**config.mk**
```make
export PLATFORM = sky130hd
export DESIGN_NAME = osc52_base64_framer
export DESIGN_NICKNAME = d
export VERILOG_FILES = /design/src/sv/o52b64_pkg.sv /design/src/sv/o52b64_front.sv /design/src/sv/o52b64_cmdq.sv /design/src/sv/o52b64_back.sv /design/src/sv/osc52_base64_framer.sv
export VERILOG_INCLUDE_DIRS = /design/src /design/src/sv
export SDC_FILE = /design/constraint.sdc
export NUM_CORES = 1
export LEC_CHECK = 0
export BUFFER_PORTS_ARGS = -buffer_cell sky130_fd_sc_hd__buf_2
export CAP_MARGIN = 20
export CORE_MARGIN = 4
export CORE_UTILIZATION = 40
export CTS_CLUSTER_SIZE = 30
export DETAILED_ROUTE_END_ITERATION = 10
export SYNTH_ARGS = -nofsm -noshare
export SYNTH_HDL_FRONTEND = slang
export SYNTH_HIERARCHICAL = 1
export SYNTH_SLANG_ARGS = --single-unit
```
**constraint.sdc**
```tcl
create_clock -name clk -period 4.2 [get_ports clk]
set_clock_uncertainty 0.2 [all_clocks]
set_input_delay 1.26 -clock clk [delete_from_list [all_inputs] [get_ports clk]]
set_output_delay 1.26 -clock clk [all_outputs]
set_load 0.03 [all_outputs]
```
**src/sv/osc52_base64_framer_defines.svh**
```systemverilog
// ----------------------------------------------------------------------------
// osc52_base64_framer_defines
// assertion macros for the framer's top-level rtl
// ----------------------------------------------------------------------------
`ifndef OSC52_BASE64_FRAMER_DEFINES_SVH
`define OSC52_BASE64_FRAMER_DEFINES_SVH

// same-cycle implication, checked out of reset
`define O52B64_ASSERT_NOW(lbl, ante, cons, msg) \
	lbl: assert property (@(posedge clk) disable iff (!arst_n) (ante) |-> (cons)) else $error(msg);

// next-cycle implication, checked out of reset
`define O52B64_ASSERT_NEXT(lbl, ante, cons, msg) \
	lbl: assert property (@(posedge clk) disable iff (!arst_n) (ante) |=> (cons)) else $error(msg);

`endif

```
**src/sv/o52b64_pkg.sv**
```systemverilog
// ----------------------------------------------------------------------------
// o52b64_pkg
// types, character constants and lookup functions of the osc 52 framer
// ----------------------------------------------------------------------------
package o52b64_pkg;

	localparam int CMDQ_DEPTH = 4;
	localparam int INTRO_LEN  = 7;

	localparam logic [6:0] CH_BEL = 7'h07;
	localparam logic [6:0] CH_PAD = 7'h3D;

	// one unit of work for the back end
	typedef struct packed {
		logic        intro;
		logic [2:0]  ndata;
		logic [1:0]  npad;
		logic        bel;
		logic [23:0] group;
	} cmd_t;

	// emitter sequencer states
	typedef enum logic [4:0] {
		ST_IDLE  = 5'b00001,
		ST_INTRO = 5'b00010,
		ST_DATA  = 5'b00100,
		ST_PAD   = 5'b01000,
		ST_BEL   = 5'b10000
	} bk_state_t;

	// base64 alphabet: A-Z a-z 0-9 + /
	function automatic logic [6:0] b64_char(input logic [5:0] v);
		logic [6:0] w;
		w = {1'b0, v};
		if (v < 6'd26)
			return w + 7'd65;
		else if (v < 6'd52)
			return w + 7'd71;
		else if (v < 6'd62)
			return w - 7'd4;
		else if (v == 6'd62)
			return 7'h2B;
		else
			return 7'h2F;
	endfunction

	// introducer ESC ] 5 2 ; c ;
	function automatic logic [6:0] intro_char(input logic [2:0] idx);
		logic [6:0] c;
		case (idx)
			3'd0:    c = 7'h1B;
			3'd1:    c = 7'h5D;
			3'd2:    c = 7'h35;
			3'd3:    c = 7'h32;
			3'd5:    c = 7'h63;
			default: c = 7'h3B;
		endcase
		return c;
	endfunction

endpackage

```
**src/sv/o52b64_front.sv**
```systemverilog
// ----------------------------------------------------------------------------
// o52b64_front
// accepts bytes, tracks the partial base64 group and issues work commands
// ----------------------------------------------------------------------------
module o52b64_front (
	input  logic                clk,
	input  logic                arst_n,
	input  logic                push,
	output logic                full,
	input  logic [7:0]          data_byte,
	input  logic                has_byte,
	input  logic                is_last,
	input  logic                disable_output,
	input  logic                q_full,
	output logic                q_push,
	output o52b64_pkg::cmd_t    q_entry
);

	logic        in_message_q;
	logic [1:0]  held_count_q;
	logic [15:0] held_bytes_q;

	logic        accept;
	logic        in_message_d;
	logic [1:0]  held_count_d;
	logic [15:0] held_bytes_d;
	logic [1:0]  cnt_mid;
	logic [15:0] held_mid;
	o52b64_pkg::cmd_t cmd;

	assign full   = q_full;
	assign accept = push && !q_full;

	// classify the item and work out the command
	always_comb begin
		cmd          = '0;
		cnt_mid      = held_count_q;
		held_mid     = held_bytes_q;
		in_message_d = in_message_q;
		held_count_d = held_count_q;
		held_bytes_d = held_bytes_q;

		cmd.intro = (has_byte || is_last) && !in_message_q;

		// byte joins the group, a full group goes out as four characters
		if (has_byte) begin
			if (held_count_q == 2'd2) begin
				cmd.group = {held_bytes_q, data_byte};
				cmd.ndata = 3'd4;
				cnt_mid   = 2'd0;
				held_mid  = '0;
			end else if (held_count_q == 2'd1) begin
				cnt_mid  = 2'd2;
				held_mid = {held_bytes_q[15:8], data_byte};
			end else begin
				cnt_mid  = 2'd1;
				held_mid = {data_byte, 8'h00};
			end
		end

		// end of message: flush what is held with padding, then bel
		if (is_last) begin
			cmd.bel = 1'b1;
			if (cnt_mid == 2'd1) begin
				cmd.group = {held_mid, 8'h00};
				cmd.ndata = 3'd2;
				cmd.npad  = 2'd2;
			end else if (cnt_mid == 2'd2) begin
				cmd.group = {held_mid, 8'h00};
				cmd.ndata = 3'd3;
				cmd.npad  = 2'd1;
			end
		end

		if (disable_output || is_last) begin
			in_message_d = 1'b0;
			held_count_d = 2'd0;
			held_bytes_d = '0;
		end else if (has_byte) begin
			in_message_d = 1'b1;
			held_count_d = cnt_mid;
			held_bytes_d = held_mid;
		end
	end

	assign q_entry = cmd;
	assign q_push  = accept && !disable_output
		&& (cmd.intro || (cmd.ndata != 3'd0) || cmd.bel);

	// message state
	always_ff @(posedge clk or negedge arst_n) begin
		if (!arst_n) begin
			in_message_q <= 1'b0;
			held_count_q <= 2'd0;
			held_bytes_q <= '0;
		end else if (accept) begin
			in_message_q <= in_message_d;
			held_count_q <= held_count_d;
			held_bytes_q <= held_bytes_d;
		end
	end

endmodule

```
**src/sv/o52b64_cmdq.sv**
```systemverilog
// ----------------------------------------------------------------------------
// o52b64_cmdq
// small command queue between the front and back ends
// ----------------------------------------------------------------------------
module o52b64_cmdq #(
	parameter int DEPTH = o52b64_pkg::CMDQ_DEPTH
) (
	input  logic             clk,
	input  logic             arst_n,
	input  logic             wr_en,
	input  o52b64_pkg::cmd_t wr_data,
	output logic             q_full,
	input  logic             rd_en,
	output o52b64_pkg::cmd_t rd_data,
	output logic             q_empty
);

	localparam int PTR_W = (DEPTH > 1) ? $clog2(DEPTH) : 1;
	localparam int CNT_W = $clog2(DEPTH + 1);
	localparam logic [PTR_W-1:0] LAST_PTR = PTR_W'(DEPTH - 1);
	localparam logic [CNT_W-1:0] FULL_CNT = CNT_W'(DEPTH);

	o52b64_pkg::cmd_t entries_q [DEPTH];
	logic [PTR_W-1:0] wr_ptr_q;
	logic [PTR_W-1:0] rd_ptr_q;
	logic [CNT_W-1:0] count_q;
	logic             do_wr;
	logic             do_rd;

	assign q_full  = (count_q == FULL_CNT);
	assign q_empty = (count_q == '0);
	assign do_wr   = wr_en && !q_full;
	assign do_rd   = rd_en && !q_empty;
	assign rd_data = entries_q[rd_ptr_q];

	// entry storage
	always_ff @(posedge clk) begin
		if (do_wr)
			entries_q[wr_ptr_q] <= wr_data;
	end

	// pointers and fill count
	always_ff @(posedge clk or negedge arst_n) begin
		if (!arst_n) begin
			wr_ptr_q <= '0;
			rd_ptr_q <= '0;
			count_q  <= '0;
		end else begin
			if (do_wr)
				wr_ptr_q <= (wr_ptr_q == LAST_PTR) ? '0 : wr_ptr_q + 1'b1;
			if (do_rd)
				rd_ptr_q <= (rd_ptr_q == LAST_PTR) ? '0 : rd_ptr_q + 1'b1;
			if (do_wr && !do_rd)
				count_q <= count_q + 1'b1;
			else if (do_rd && !do_wr)
				count_q <= count_q - 1'b1;
		end
	end

endmodule

```
**src/sv/o52b64_back.sv**
```systemverilog
// ----------------------------------------------------------------------------
// o52b64_back
// steps through each command, one character a cycle while output is free
// ----------------------------------------------------------------------------
module o52b64_back (
	input  logic             clk,
	input  logic             arst_n,
	input  o52b64_pkg::cmd_t q_head,
	input  logic             q_empty,
	output logic             q_pop,
	output logic [6:0]       out_char,
	output logic             seq_end,
	output logic             empty,
	input  logic             pop
);

	localparam logic [2:0] INTRO_LAST = 3'(o52b64_pkg::INTRO_LEN - 1);

	o52b64_pkg::bk_state_t state_q, state_d;
	o52b64_pkg::cmd_t      cmd_q;
	logic [2:0]            idx_q, idx_d;
	logic                  out_valid_q;
	logic [6:0]            out_char_q;
	logic                  seq_end_q;
	logic                  emit_ok;
	logic                  emit;
	logic [6:0]            ch;
	logic                  ch_end;
	logic [5:0]            sextet;

	function automatic o52b64_pkg::bk_state_t after_pad(input o52b64_pkg::cmd_t c);
		return c.bel ? o52b64_pkg::ST_BEL : o52b64_pkg::ST_IDLE;
	endfunction

	function automatic o52b64_pkg::bk_state_t after_data(input o52b64_pkg::cmd_t c);
		return (c.npad != 2'd0) ? o52b64_pkg::ST_PAD : after_pad(c);
	endfunction

	function automatic o52b64_pkg::bk_state_t after_intro(input o52b64_pkg::cmd_t c);
		return (c.ndata != 3'd0) ? o52b64_pkg::ST_DATA : after_data(c);
	endfunction

	// sextet picked by position within the group
	always_comb begin
		case (idx_q[1:0])
			2'd0:    sextet = cmd_q.group[23:18];
			2'd1:    sextet = cmd_q.group[17:12];
			2'd2:    sextet = cmd_q.group[11:6];
			default: sextet = cmd_q.group[5:0];
		endcase
	end

	assign emit_ok = !out_valid_q || pop;

	// sequencer
	always_comb begin
		state_d = state_q;
		idx_d   = idx_q;
		q_pop   = 1'b0;
		emit    = 1'b0;
		ch      = '0;
		ch_end  = 1'b0;
		unique case (state_q)
			o52b64_pkg::ST_IDLE: begin
				if (!q_empty) begin
					q_pop   = 1'b1;
					idx_d   = '0;
					state_d = q_head.intro ? o52b64_pkg::ST_INTRO : after_intro(q_head);
				end
			end
			o52b64_pkg::ST_INTRO: begin
				ch = o52b64_pkg::intro_char(idx_q);
				if (emit_ok) begin
					emit = 1'b1;
					if (idx_q == INTRO_LAST) begin
						idx_d   = '0;
						state_d = after_intro(cmd_q);
					end else begin
						idx_d = idx_q + 3'd1;
					end
				end
			end
			o52b64_pkg::ST_DATA: begin
				ch = o52b64_pkg::b64_char(sextet);
				if (emit_ok) begin
					emit = 1'b1;
					if (idx_q == cmd_q.ndata - 3'd1) begin
						idx_d   = '0;
						state_d = after_data(cmd_q);
					end else begin
						idx_d = idx_q + 3'd1;
					end
				end
			end
			o52b64_pkg::ST_PAD: begin
				ch = o52b64_pkg::CH_PAD;
				if (emit_ok) begin
					emit = 1'b1;
					if (idx_q == {1'b0, cmd_q.npad} - 3'd1) begin
						idx_d   = '0;
						state_d = after_pad(cmd_q);
					end else begin
						idx_d = idx_q + 3'd1;
					end
				end
			end
			o52b64_pkg::ST_BEL: begin
				ch     = o52b64_pkg::CH_BEL;
				ch_end = 1'b1;
				if (emit_ok) begin
					emit    = 1'b1;
					state_d = o52b64_pkg::ST_IDLE;
				end
			end
			default: begin
				state_d = o52b64_pkg::ST_IDLE;
			end
		endcase
	end

	// current command
	always_ff @(posedge clk) begin
		if (q_pop)
			cmd_q <= q_head;
	end

	// sequencer state
	always_ff @(posedge clk or negedge arst_n) begin
		if (!arst_n) begin
			state_q <= o52b64_pkg::ST_IDLE;
			idx_q   <= '0;
		end else begin
			state_q <= state_d;
			idx_q   <= idx_d;
		end
	end

	// output register
	always_ff @(posedge clk or negedge arst_n) begin
		if (!arst_n)
			out_valid_q <= 1'b0;
		else if (emit)
			out_valid_q <= 1'b1;
		else if (pop)
			out_valid_q <= 1'b0;
	end

	always_ff @(posedge clk) begin
		if (emit) begin
			out_char_q <= ch;
			seq_end_q  <= ch_end;
		end
	end

	assign empty    = !out_valid_q;
	assign out_char = out_char_q;
	assign seq_end  = seq_end_q;

endmodule

```
**src/sv/osc52_base64_framer.sv**
```systemverilog
// ----------------------------------------------------------------------------
// osc52_base64_framer
// wraps a byte stream in an osc 52 clipboard sequence with base64 payload
// ----------------------------------------------------------------------------
// Input side is a queue: drive an item with push while full is low. Each item
// carries data_byte (used when has_byte is set) and is_last, which closes the
// message. Results come out as a queue too: while empty is low, out_char holds
// the oldest character and pop takes it; seq_end marks the closing BEL.
// The first item of a message brings the seven-character introducer, each
// third byte brings four base64 characters, and is_last adds padding and BEL.
// Flow: a taken item writes its command into the queue, the emitter loads it
// in its idle state, then one character per cycle into the output register.
// Throughput: one character per cycle set by the single-character emitter
// while the receiver keeps up; items are accepted every cycle while the
// command queue (CMDQ_DEPTH entries) has room. Items that produce nothing do
// not enter the queue. A stalled receiver holds the output register, the
// emitter waits, the queue fills and then full rises.
// cfg_data written through cfg_valid (cfg_ready is always high) sets the
// output disable; while set, items are dropped and each clears the message state.
// Reset clears the disable, the message state, the queue and the output.
// ----------------------------------------------------------------------------
`include "osc52_base64_framer_defines.svh"

module osc52_base64_framer #(
	parameter int CMDQ_DEPTH = o52b64_pkg::CMDQ_DEPTH
) (
	input  logic       clk,
	input  logic       arst_n,
	input  logic       push,
	output logic       full,
	input  logic [7:0] data_byte,
	input  logic       has_byte,
	input  logic       is_last,
	output logic       empty,
	input  logic       pop,
	output logic [6:0] out_char,
	output logic       seq_end,
	input  logic       cfg_valid,
	output logic       cfg_ready,
	input  logic       cfg_data
);

	logic             disable_q;
	logic             cmdq_push;
	logic             cmdq_full;
	logic             cmdq_pop;
	logic             cmdq_empty;
	o52b64_pkg::cmd_t cmdq_in;
	o52b64_pkg::cmd_t cmdq_head;

	// configuration register
	assign cfg_ready = 1'b1;

	always_ff @(posedge clk or negedge arst_n) begin
		if (!arst_n)
			disable_q <= 1'b0;
		else if (cfg_valid && cfg_ready)
			disable_q <= cfg_data;
	end

	// front end: accept and classify
	o52b64_front u_front (
		.clk            (clk),
		.arst_n         (arst_n),
		.push           (push),
		.full           (full),
		.data_byte      (data_byte),
		.has_byte       (has_byte),
		.is_last        (is_last),
		.disable_output (disable_q),
		.q_full         (cmdq_full),
		.q_push         (cmdq_push),
		.q_entry        (cmdq_in)
	);

	// command queue
	o52b64_cmdq #(
		.DEPTH (CMDQ_DEPTH)
	) u_cmdq (
		.clk     (clk),
		.arst_n  (arst_n),
		.wr_en   (cmdq_push),
		.wr_data (cmdq_in),
		.q_full  (cmdq_full),
		.rd_en   (cmdq_pop),
		.rd_data (cmdq_head),
		.q_empty (cmdq_empty)
	);

	// back end: character emitter
	o52b64_back u_back (
		.clk      (clk),
		.arst_n   (arst_n),
		.q_head   (cmdq_head),
		.q_empty  (cmdq_empty),
		.q_pop    (cmdq_pop),
		.out_char (out_char),
		.seq_end  (seq_end),
		.empty    (empty),
		.pop      (pop)
	);

	// checks
	`O52B64_ASSERT_NOW(a_cmdq_no_overflow, cmdq_push, !cmdq_full, "command queue overflow")
	`O52B64_ASSERT_NOW(a_cmd_from_enabled_item, cmdq_push, push && !full && !disable_q, "command without enabled item")
	`O52B64_ASSERT_NOW(a_seq_end_is_bel, !empty && seq_end, out_char == o52b64_pkg::CH_BEL, "seq_end on a non-bel character")

endmodule

```
* Word-level counts from Yosys, hierarchy flattened
Memory sizes are Yosys's and may differ from the RTL's. Index checks and enable logic that the tools add are counted.
Storage, ports and cells: register bits after elaboration 74, RAM bits 124, input bits 16, output and inout bits 11, word-level logic and storage cells 161, memories kept 1
Operators by class: add/sub/neg operators 10, magnitude comparators 3, equality and inequality tests 30, muxes and demuxes 65, reductions and logical operators 36
Memories:
- u_cmdq.entries_q | depth 4, width 31, read ports 1, clocked after Yosys merged registers in 0, wr ports 1, line o52b64_cmdq.sv:23 | o52b64_pkg::cmd_t entries_q [DEPTH];
Operators by type and width (number):
- $mux 24 | 4
- $mux 5 | 17
- $mux 16 | 5
- $mux 3 | 12
- $pmux 7 s5 | 1
- $mux 30 | 1
- $pmux 7 s4 | 1
- $pmux 5 s5 | 1
- $mux 7 | 3
- $pmux 6 s3 | 1
- $add 6x7->7 const B | 2
- $mux 2 | 7
- $ne 2x1->1 const B | 7
- $lt 6x6->1 const B | 2
- $pmux 3 s4 | 1
- $mux 1 | 11
- $eq 2x2->1 const B | 5
- $reduce_bool 2->1 | 5
- $eq 3x3->1 const B | 3
- $reduce_bool 3->1 | 3
- $logic_and 1x1->1 | 8
- $reduce_and 8->1 | 1
- $logic_not 1->1 | 7
- $sub 6x3->7 const B | 1
- 23 further kinds | 35

* Logic depth before layout (Yosys ltp)
depth after elaboration 17, mapped depth 13, mapped depth without buffers 12

* Modules after synthesis
Netlist, hierarchy kept.
By module, submodules not included:
- o52b64_cmdq | instances 1, cells each 199, area each 4908.5 µm², seq. area each 3898.7 µm²
- o52b64_back | instances 1, cells each 233, area each 2698.8 µm², seq. area each 1367.6 µm²
- o52b64_front | instances 1, cells each 169, area each 1541.5 µm², seq. area each 475.5 µm²
- osc52_base64_framer | instances 1, cells each 4, area each 51.3 µm², seq. area each 25.0 µm²

* Least setup slack after synthesis
No wires, ideal clock.
path type register to register, from register u_back.state_q[2], to register u_cmdq.count_q[1], arrival time 3456 ps, required time 3875 ps, slack 419 ps, cell stages (with the launch flop) 10, buffers on the path 1, cells stage by stage dfrtp_1 > buf_6 > or3_4 > or3b_4 > nor2_2 > o31ai_2 > ha_1 > inv_1 > fa_1 > mux2_2
On the way: cells in the longest elaborated chain, start to end 6, elaborated cells on any way between the ends 8, those cells by class eq/ne (1); mux (2); reduce/logical (5)
RTL lines:
- start: declaration | line o52b64_back.sv:19 | o52b64_pkg::bk_state_t state_q, state_d;
- start signal: assignment | line o52b64_back.sv:130 | state_q <= o52b64_pkg::ST_IDLE;
- start signal: assignment | line o52b64_back.sv:133 | state_q <= state_d;
- $eq 5x1->1 * | line o52b64_back.sv:63 | unique case (state_q)
- $mux 1 * | line o52b64_back.sv:63
- net cmdq_pop | line osc52_base64_framer.sv:46 | logic cmdq_pop;
- $logic_and 1x1->1 * | line o52b64_cmdq.sv:33 | assign do_rd = rd_en && !q_empty;
- $logic_not 1->1 | line o52b64_cmdq.sv:53 | if (do_wr && !do_rd)
- $logic_and 1x1->1 | line o52b64_cmdq.sv:53
- $mux 3 or $reduce_bool 2->1 (tied branches)
- end signal: assignment | line o52b64_cmdq.sv:54 | count_q <= count_q + 1'b1;
- end signal: assignment | line o52b64_cmdq.sv:56 | count_q <= count_q - 1'b1;
- end: declaration | line o52b64_cmdq.sv:26 | logic [CNT_W-1:0] count_q;
Mark *: on every way through the listed nets, which the timed path passes. The rest lies on a longest branch. A chain may end at the register's enable or synchronous reset.

==> results.sh <==
export IMPL_status="completed"
export IMPL_cp_slowest_cell="buf_2"
export IMPL_placed_cells=885
export IMPL_synthSimpleGateAreaFrac_pct=8.62
export IMPL_cp_arrival_ns=3.46
export IMPL_cts_made_buffers=17
export IMPL_final_hold_violation_count=0
export IMPL_syn_nets=644
export IMPL_grt_util_all_layers_pct=14.8
export IMPL_initial_core_util_pct=40.6
export IMPL_yosysWarningCount=6
export IMPL_post_cts_buffers=0
export IMPL_cpPeakStageDelay_ns=0.45
export IMPL_grt_pass1_wl_um=29800
export IMPL_synth_seq_cells=198
export IMPL_first_global_vias=5391
export IMPL_dominantRegCellSynth="edfxtp_1"
export IMPL_dieArea_um2=25500
export IMPL_max_slew_worst_pin_slew_ns=1.06
export IMPL_ctsResizeCount=0
export IMPL_mostFrequentLayoutCell="edfxtp_1"
export IMPL_startpoint_type="input pin"
export IMPL_rows=55
export IMPL_ir_worst_vdd_mv=0.330
export IMPL_drtIter0Drc=584
export IMPL_drc=0
export IMPL_hold_buffers=0
export IMPL_clockRootBuffer="clkbuf_16"
export IMPL_antenna_found_initial=0
export IMPL_cp_max_fo=30
export IMPL_max_freq_ghz=0.289
export IMPL_coreArea_um2=22600
export IMPL_min_period_over_period_pct=82.4
export IMPL_static_leakage_power_uw=0.00358
export IMPL_h_tree_depth=4
export IMPL_synth_xor_area_share_pct=1.29
export IMPL_synth_distinct_cells=77
export IMPL_dp_hpwl_um=12100
export IMPL_diodes=0
export IMPL_grt_max_degree=37
export IMPL_final_max_slew_viol_count=0
export IMPL_synthArstFlopShare_pct=18.2
export IMPL_path_cells="buf_2, o21ai_0, inv_1, ha_1, o21a_2, nand2b_1, o211ai_1"
export IMPL_maxCapViolations=0
export IMPL_die_x_um=160
export IMPL_pwr_density_cell_nw_per_um2=650
export IMPL_gp_congestion=0.816
export IMPL_ios=27
export IMPL_cts_sinks=198
export IMPL_cts_tree="done"
export IMPL_crit_family="compound AO/OA/AOI/OAI gates"
export IMPL_cts_buffer_depth=2
export IMPL_setup_tns_ns=0
export IMPL_setup_viol=0
export IMPL_ff2ff_setup_slack_ns=0.89
export IMPL_drt_first_pass_iters=7
export IMPL_finalNetCount=658
export IMPL_wl_per_cell_um=20.3
export IMPL_syn_inst=605
export IMPL_die_h_um=160
export IMPL_slew_headroom_pct=27.1
export IMPL_drive_gt1_share_pct=21.7
export IMPL_synth_seq_area_share_pct=62.7
export IMPL_vias=5315
export IMPL_syn_area_per_cell_um2=15.2
export IMPL_synth_top_family_by_area="multiplexers"
export IMPL_rsz0062_at_grt="false"
export IMPL_finalNonFillerCells=917
export IMPL_layout_common_cells="edfxtp_1, dfrtp_1, mux4_2, nand3_1, buf_2"
export IMPL_overflow=0
export IMPL_netlist_area_um2=9200
export IMPL_clock_latency_ns=0.43
export IMPL_required_ns=4.20
export IMPL_crit_path_end_kind="flip-flop"
export IMPL_worst_setup_path_type="input pin to flip-flop"
export IMPL_syn_to_final_growth_pct=9.56
export IMPL_synth_fa_ha_area_share_pct=3.21
export IMPL_wl_um=18600
export IMPL_synth_compound_area_share_pct=10.1
export IMPL_clk_pin_slew_ns=0.07
export IMPL_via_per_inst=5.80
export IMPL_synth_enable_flop_cells=162
export IMPL_port_buffers=25
export IMPL_hp_class="flip-flop to flip-flop"
export IMPL_synth_mux_area_fraction_pct=10.3
export IMPL_path_buf_inv=2
export IMPL_period_needed_ns=3.46
export IMPL_ant_nets=0
## logic make-up after synthesis
kind of cell    count (synthesis)
xor+xnor                       12
fa+ha+maj                      23
other cells                     1
mux                            53
compound gates                119
buf+inv                        62
flops                         198
simple gates                  137
## tightest hold or removal path, delay by kind of cell (launching register included)
| family | cells | cell delay (ns) |
|---|---|---|
| flip-flops | 1 | 0.34 |
| AND/OR/NAND/NOR | 1 | 0.10 |
| AO/OA/AOI/OAI | 1 | 0.05 |
## path summary, 6_finish.rpt
kind,from,to,cells past startpoint
max in group asynchronous,arst_n,u_cmdq/rd_ptr_q[0],1
setup / recovery,has_byte,u_cmdq/entries_q[1][19],7
setup reg to reg,u_back/idx_q[0],u_back/out_char[0],6
hold reg to reg,u_back/cmd_q[24],u_back/state_q[0],2
hold / removal,u_back/cmd_q[24],u_back/state_q[0],2
min in group asynchronous,arst_n,u_back/state_q[2],1
## synthesized netlist by cell type, drive strengths merged, types with 6 or more instances
library cell,instances,share of area (%)
edfxtp,162,53
nor3,8,0.61
clkbuf,9,0.58
and2,8,0.54
a21oi,13,0.71
mux2,12,1.6
nand3b,11,0.90
nand3,27,1.5
a22oi,11,1.0
o211ai,21,1.7
a222oi,6,0.65
nand2b,11,0.75
xor2,7,0.67
mux2i,10,1.1
mux4,31,7.6
buf,30,2.1
dfrtp,35,9.5
nand2,21,0.86
o21ai,21,1.3
a22o,19,1.9
and3,8,0.54
ha,22,3.0
nor2,23,1.0
inv,23,0.94
## routing by layer
layer | share of wire (%) | vias up | track usage [%]
met2 | 48 | 193 | 23.4
met5 | 0 | - | 0
met3 | 6.1 | 17 | 4.00
li1 | - | 2395 | -
met4 | 0.96 | 0 | 3.39
met1 | 45 | 2710 | 20.7
## sequential cells by signal, indices dropped and copies added, names as in the netlist
register and cells:
u_cmdq/entries_q 124, u_back/cmd_q 30, u_front/held_bytes_q 16, u_back/out_char 7
u_back/state_q 5, u_back/idx_q 3, u_cmdq/count_q 3, u_cmdq/rd_ptr_q 2
u_cmdq/wr_ptr_q 2, u_front/held_count_q 2, disable_q 1, u_back/out_valid_q 1
u_back/seq_end 1, u_front/in_message_q 1
## final cells by class
type	instances	area, um^2
clock buffer	19	443
tap	285	357
fill	1969	12600
clock inverter	13	136
inverter	23	86.3
sequential	198	5770
multi-input combinational	345	3100
timing repair buffer	34	193
## report_power, final
group,switching (uW),internal (uW),total [uW]
clock network,744,854,1600
registers,201,2600,2800
logic,1260,890,2150
## through the flow
stage | power [uW] | cell area (um^2) | setup WS [ns] | hold slack [ns] | util [%]
after floorplan | 4470 | 9200 | 0.419 | 0.264 | -
after global routing | 6930 | 10100 | 0.609 | 0.357 | 44.5
after detailed placement | 5010 | 9500 | 0.356 | 0.295 | 42.0
final | 6550 | 10100 | 0.740 | 0.303 | 44.5
after CTS | 6610 | 10100 | 0.815 | 0.309 | 44.5
after global placement | 4920 | 9500 | 0.528 | 0.277 | 42.0
(Power assumes the default switching activity.)
